$ cat config.mk
export PLATFORM = sky130hd
export DESIGN_NAME = rgb_10_12_bit_pixel_packer
export DESIGN_NICKNAME = d
export VERILOG_FILES = /design/src/rtl/rgbpk_pkg.sv /design/src/rtl/rgbpk_step.sv /design/src/rtl/rgb_10_12_bit_pixel_packer.sv
export SDC_FILE = /design/constraint.sdc
export NUM_CORES = 1
export LEC_CHECK = 0
export BUFFER_PORTS_ARGS = -buffer_cell sky130_fd_sc_hd__buf_2
export CORE_MARGIN = 2
export CORE_UTILIZATION = 49
export DETAILED_ROUTE_END_ITERATION = 7
export PLACE_DENSITY = 0.75
export SKIP_CTS_REPAIR_TIMING = 1
export SLEW_MARGIN = 20
export SYNTH_ARGS = -nofsm -noshare
export SYNTH_HDL_FRONTEND = slang
export SYNTH_HIERARCHICAL = 1
export SYNTH_SLANG_ARGS = --single-unit
$ cat constraint.sdc
create_clock -name clk -period 4.1 [get_ports clk]
set_input_delay 0.41 -clock clk [delete_from_list [all_inputs] [get_ports clk]]
set_output_delay 0.41 -clock clk [all_outputs]
set_load 0.005 [all_outputs]
$ cat src/rtl/rgbpk_pkg.sv
// Shared types and constants for the RGB 10/12-bit pixel packer.
// Holds the beat payload structs, mode codes, sequencer phases and the byte swap.
// No dependencies.
package rgbpk_pkg;

	// Pixels per twelve-bit group; a group fills exactly nine words.
	localparam int GROUP_PIXELS = 8;
	localparam logic [2:0] GROUP_LAST = 3'(GROUP_PIXELS - 1);

	// Packing mode codes.
	localparam logic [2:0] MODE_10_XRGB_BE = 3'd0;
	localparam logic [2:0] MODE_10_RGBX_BE = 3'd1;
	localparam logic [2:0] MODE_10_RGBX_LE = 3'd2;
	localparam logic [2:0] MODE_12_BE      = 3'd3;
	localparam logic [2:0] MODE_12_LE      = 3'd4;

	// One input beat.
	typedef struct packed {
		logic [15:0] red;
		logic [15:0] green;
		logic [15:0] blue;
		logic        end_of_row;
	} pix_t;

	// One output beat.
	typedef struct packed {
		logic [31:0] packed_word;
		logic        row_last;
	} word_t;

	// Word sequencer phase for the pixel held in the input stage.
	typedef enum logic [1:0] {
		PH_PIX,
		PH_HI,
		PH_PAD
	} phase_t;

	// Stream state kept between words.
	typedef struct packed {
		logic [31:0] carry;
		logic [2:0]  gp;
		phase_t      phase;
	} pack_state_t;

	// Result of one sequencer step.
	typedef struct packed {
		logic        emit;
		logic        done;
		word_t       word;
		pack_state_t nxt;
	} step_res_t;

	// Reverses the four bytes of a word.
	function automatic logic [31:0] swap_bytes(input logic [31:0] v);
		return {v[7:0], v[15:8], v[23:16], v[31:24]};
	endfunction

endpackage

$ cat src/rtl/rgbpk_step.sv
// One step of the word sequencer: forms the next output word and the next stream state.
// Depends on rgbpk_pkg.
module rgbpk_step (
	input  logic [2:0]           mode,
	input  rgbpk_pkg::pix_t      pix,
	input  rgbpk_pkg::pack_state_t st,
	output rgbpk_pkg::step_res_t res
);
	import rgbpk_pkg::*;

	logic        is10;
	logic        is12;
	logic        big_endian;
	logic [9:0]  r10;
	logic [9:0]  g10;
	logic [9:0]  b10;
	logic [35:0] pix36;
	logic [4:0]  cnt;
	logic [63:0] acc;
	logic [31:0] word10;
	logic [31:0] word12;
	logic        at_last;
	pack_state_t nxt_st;

	// Mode decode and sample truncation.
	assign is10       = (mode == MODE_10_XRGB_BE) || (mode == MODE_10_RGBX_BE) ||
	                    (mode == MODE_10_RGBX_LE);
	assign is12       = (mode == MODE_12_BE) || (mode == MODE_12_LE);
	assign big_endian = (mode == MODE_12_BE);
	assign r10        = pix.red[15:6];
	assign g10        = pix.green[15:6];
	assign b10        = pix.blue[15:6];
	assign pix36      = {pix.blue[15:4], pix.green[15:4], pix.red[15:4]};
	assign at_last    = (st.gp == GROUP_LAST);

	// Stream accumulator: the carried bits count four per pixel already in the group.
	assign cnt = {st.gp, 2'b00};
	assign acc = {32'd0, st.carry} | ({28'd0, pix36} << cnt);

	// Next stream state.
	always_comb begin
		nxt_st = st;
		if (is12) begin
			unique case (st.phase)
				PH_PIX: begin
					nxt_st.carry = acc[63:32];
					if (at_last) begin
						nxt_st.gp    = '0;
						nxt_st.phase = PH_HI;
					end else begin
						nxt_st.gp    = 3'(st.gp + 3'd1);
						nxt_st.phase = pix.end_of_row ? PH_PAD : PH_PIX;
					end
				end
				PH_PAD: begin
					// A zero pixel flushes the carried bits; the group's final pixel
					// adds an all-zero word after them.
					nxt_st.carry = '0;
					if (at_last) begin
						nxt_st.gp    = '0;
						nxt_st.phase = PH_HI;
					end else begin
						nxt_st.gp    = 3'(st.gp + 3'd1);
						nxt_st.phase = PH_PAD;
					end
				end
				PH_HI: begin
					nxt_st.carry = '0;
					nxt_st.phase = PH_PIX;
				end
				default: nxt_st = st;
			endcase
		end
	end

	// Output word and item completion.
	always_comb begin
		unique case (mode)
			MODE_10_XRGB_BE: word10 = swap_bytes({2'b00, r10, g10, b10});
			MODE_10_RGBX_BE: word10 = swap_bytes({r10, g10, b10, 2'b00});
			default:         word10 = {r10, g10, b10, 2'b00};
		endcase
		word12 = (st.phase == PH_PIX) ? acc[31:0] : st.carry;
		if (big_endian) begin
			word12 = swap_bytes(word12);
		end

		res.nxt  = nxt_st;
		res.emit = is10 || is12;
		res.word = '{packed_word: word10, row_last: pix.end_of_row};
		res.done = 1'b1;
		if (is12) begin
			res.word.packed_word = word12;
			res.word.row_last    = (st.phase == PH_HI) && pix.end_of_row;
			unique case (st.phase)
				PH_PIX:  res.done = !at_last && !pix.end_of_row;
				PH_HI:   res.done = 1'b1;
				default: res.done = 1'b0;
			endcase
		end
	end

endmodule

$ cat src/rtl/rgb_10_12_bit_pixel_packer.sv
// RGB 10/12-bit pixel packer top level: input stage, word sequencer state, output register.
// Depends on rgbpk_pkg and rgbpk_step.
//
// Takes one pixel beat (three 16-bit samples and an end-of-row flag) and emits 32-bit
// packed words, one per output beat. Ten-bit modes give one word per pixel, so a new
// pixel is taken every cycle unless stalled. Twelve-bit modes give one word per pixel
// and two for the eighth pixel of a group, so a group of eight pixels gives nine words;
// at the end of a row a partial group is padded with zero pixels and its remaining
// words follow, one per cycle unless stalled, with row_last on the final word. Reserved
// modes 5 to 7 drop pixels silently. The rate is set by the single output word per
// cycle: unless stalled, the sequencer emits one word per cycle from the pixel held in
// the input stage, and the next pixel enters that stage in the cycle its predecessor's
// last word is taken. A write to pack_mode discards any partial group.
module rgb_10_12_bit_pixel_packer (
	input  logic              clk,
	input  logic              arst_n,
	input  logic              in_valid,
	output logic              in_stall,
	input  rgbpk_pkg::pix_t   in_data,
	output logic              out_valid,
	input  logic              out_stall,
	output rgbpk_pkg::word_t  out_data,
	input  logic              cfg_write_en,
	input  logic [2:0]        cfg_write_data
);
	import rgbpk_pkg::*;

	logic [2:0]  pack_mode_q;
	pix_t        pix_s1;
	logic        valid_s1;
	pack_state_t st_q;
	step_res_t   res;
	logic        out_valid_q;
	word_t       out_q;
	logic        out_free;
	logic        step;
	logic        done;
	logic        in_accept;

	rgbpk_step u_step (
		.mode (pack_mode_q),
		.pix  (pix_s1),
		.st   (st_q),
		.res  (res)
	);

	// Handshake: the sequencer steps when its word has somewhere to go.
	assign out_free  = !out_valid_q || !out_stall;
	assign step      = valid_s1 && (!res.emit || out_free);
	assign done      = step && res.done;
	assign in_stall  = valid_s1 && !done;
	assign in_accept = in_valid && !in_stall;

	// Mode register and stream state.
	always_ff @(posedge clk or negedge arst_n) begin
		if (!arst_n) begin
			pack_mode_q <= MODE_10_XRGB_BE;
			st_q        <= '{carry: '0, gp: '0, phase: PH_PIX};
		end else if (cfg_write_en) begin
			pack_mode_q <= cfg_write_data;
			st_q        <= '{carry: '0, gp: '0, phase: PH_PIX};
		end else if (step) begin
			st_q <= res.nxt;
		end
	end

	// Input stage.
	always_ff @(posedge clk or negedge arst_n) begin
		if (!arst_n) begin
			valid_s1 <= 1'b0;
		end else if (in_accept) begin
			valid_s1 <= 1'b1;
		end else if (done) begin
			valid_s1 <= 1'b0;
		end
	end

	always_ff @(posedge clk) begin
		if (in_accept) begin
			pix_s1 <= in_data;
		end
	end

	// Output register.
	always_ff @(posedge clk or negedge arst_n) begin
		if (!arst_n) begin
			out_valid_q <= 1'b0;
		end else if (step && res.emit) begin
			out_valid_q <= 1'b1;
		end else if (!out_stall) begin
			out_valid_q <= 1'b0;
		end
	end

	always_ff @(posedge clk) begin
		if (step && res.emit) begin
			out_q <= res.word;
		end
	end

	assign out_valid = out_valid_q;
	assign out_data  = out_q;

`ifndef SYNTH
	// Only bits of pixels already in the group may be carried between pixels.
	a_carry_clean: assert property (@(posedge clk) disable iff (!arst_n)
		(st_q.phase == PH_PIX) |-> ((st_q.carry >> {st_q.gp, 2'b00}) == 32'd0))
		else $error("carry holds bits beyond the group position");

	// The high word of a group is always its last, so the group position is back at zero.
	a_hi_at_group_start: assert property (@(posedge clk) disable iff (!arst_n)
		(st_q.phase == PH_HI) |-> (st_q.gp == 3'd0))
		else $error("high-word phase away from group start");

	// Padding runs only for a held end-of-row pixel inside a partial group.
	a_pad_context: assert property (@(posedge clk) disable iff (!arst_n)
		(st_q.phase == PH_PAD) |-> (valid_s1 && pix_s1.end_of_row && (st_q.gp != 3'd0)))
		else $error("padding without an end-of-row pixel");

	// A word is never overwritten while it waits to be taken.
	a_no_overwrite: assert property (@(posedge clk) disable iff (!arst_n)
		(out_valid_q && out_stall) |-> !(step && res.emit))
		else $error("output word overwritten under stall");

	// The input stage is free whenever it holds no pixel.
	a_empty_ready: assert property (@(posedge clk) disable iff (!arst_n)
		!valid_s1 |-> !in_stall)
		else $error("stall raised with an empty input stage");
`endif

endmodule

==> key figures <==
Detailed routing
  – Wire per inst: 24.8 um
  – Antenna viol nets, final: 0
  – # DRC: 0
  – Vias/cell: 6.85
  – Vias: 5570
  – Routed WL: 20200 um
  – TritonRoute pass-1 iters: 6
  – Iteration-0 DRC Markers: 618

Timing
  – Clock skew: 0.0107 ns
  – Period Utilization, post-route: 72.8%
  – Setup TNS: 0 ns
  – Unrepaired setup endpoints after global routing: false
  – Setup violators final: 0
  – Fin. max-slew vios: 0
  – Setup WS post-layout: 1.11 ns
  – Fmax: 0.335 GHz
  – Hold Vio Cnt, Final: 0
  – Minimum clock period: 2.99 ns
  – Slew at the pin closest to its max-slew limit: 1.09 ns
  – Max-slew headroom: 26.9%

Die
  – Site row count: 42
  – Die footprint: 14700 um2
  – IO Count: 92
  – Core area: 13300 um2
  – Starting Density: 50.5%
  – Die Width: 121 um
  – Die height: 121 um

Critical path
  – Crit end category: flop
  – Startpoint Class: flop
  – Setup CP Type: reg2reg
  – Critical-path cell list: ha_1, ha_1, nor2_1, nor2_1, o21ai_0, a21boi_0, nor2b_4
  – Peak fanout along the critical path: 37
  – Crit-path slowest cell: nor2b_4
  – CP delay by family, top: simple AND/OR/NAND/NOR gates
  – CP peak stage delay: 0.79 ns
  – WP data required: 4.08 ns
  – Arrival time at the worst endpoint: 2.96 ns
  – Crit path buf inv count: 0

Synthesis
  – Cells after Synth: 575
  – Netlist Area Pre-Place: 6720 um2
  – Syn Nets: 634
  – Syn avg cell area: 11.7 um2
  – Synth warn: 6

Layout
  – Fillers: 1123
  – Commonest non-fill, non-tap cell in the layout: buf_2
  – Most frequent cells in the layout: buf_2 (78), edfxtp_1 (70), a22o_1 (52)
  – Synthesis-to-layout area growth: 11.7%
  – Final instance area: 7500 um2
  – Total Nets Final: 691
  – Layout cell share with drive strength beyond 1: 27.8%
  – N_diodes: 0

Placed design
  – Routability cong.: 0.976
  – Number of port buffers: 79
  – Placement Setup Slack: 1.12 ns
  – Cell Area, Placed: 7210 um2
  – Dpl hpwl: 14100 um

Status
  – Outcome: completed

CTS
  – CTS Root Cell: clkbuf_16
  – CTS sink cnt: 112
  – Worst skew pair latency: 0.35 ns
  – TritonCTS Buffers: 9
  – CTS tree: built
  – Max clock buf depth: 2
  – H-tree Lvls: 3
  – CTS clock-pin slew for the worst setup and hold paths: 0.07 ns

Global route
  – Total gr overflow: 0
  – GRT Total Usage: 28.3%
  – Largest net degree at the start of global routing: 54
  – Global-route wire length before repair: 30800 um
  – Initial antenna violation count: 0
  – Vias in the first global route: 5334

Pwr
  – Peak VDD IR: 0.409 mV
  – PD cells: 401 nW/um2
  – Pwr Total: 3010 uW
  – Static leakage: 0.00281 uW

Flow run
  – Max Cap Viol: 0

Worst hold path
  – Hold WC Path Type: in2async
## metrics by stage
step	cells	utilization (%)	hold slack, ns
CTS	813	56.4	0.221
global route	813	56.4	0.102
global placement	797	54.2	0.510
floorplan	575	-	0.114
detailed placement	797	54.3	0.516
finish	813	56.4	0.0523
## final cells by class
| class | count | area [um2] | share of cell area (%) |
|---|---|---|---|
| clock buffers | 12 | 236 | 3.15 |
| clock inverters | 4 | 47.5 | 0.634 |
| inverters | 8 | 30.0 | 0.400 |
| multi-input cells | 401 | 3260 | 43.4 |
| flip-flops and latches | 112 | 3150 | 42.1 |
| well taps | 176 | 220 | 2.94 |
| repair buffers | 100 | 556 | 7.41 |
## registers in the layout, summed over array words and instances, names as in the netlist
name	flops
pix_s1	37
out_data	33
valid_s1	1
st_q	37
out_valid	1
pack_mode_q	3
## where the power goes
part	internal, uW	switching (uW)	leakage (uW)
Clock	472	374	0.000137
Combinational	300	424	0.00143
Sequential	1330	109	0.00124
## layer usage
| layer | vias up | track usage, % | part of all wire [%] |
|---|---|---|---|
| met5 | - | 0 | 0 |
| met4 | 0 | 13.1 | 4.9 |
| met3 | 75 | 7.05 | 10 |
| met2 | 373 | 43.4 | 45 |
| met1 | 2708 | 38.0 | 39 |
| li1 | 2414 | - | - |
## path summary, 6_finish.rpt
check                                 from        end  slack (ns)  depth (start not counted)
worst max-delay path               st_q[2]  pix_s1[9]        1.11                          7
worst min-delay path                arst_n   st_q[21]        0.05                          1
worst max register to register     st_q[2]  pix_s1[9]        1.11                          7
worst min register to register    st_q[18]   st_q[18]        0.53                          1
max in group asynchronous           arst_n    st_q[2]        3.63                          1
min in group clk                in_data[0]  pix_s1[0]        0.23                          1
Power figures use the tool's default switching activity.
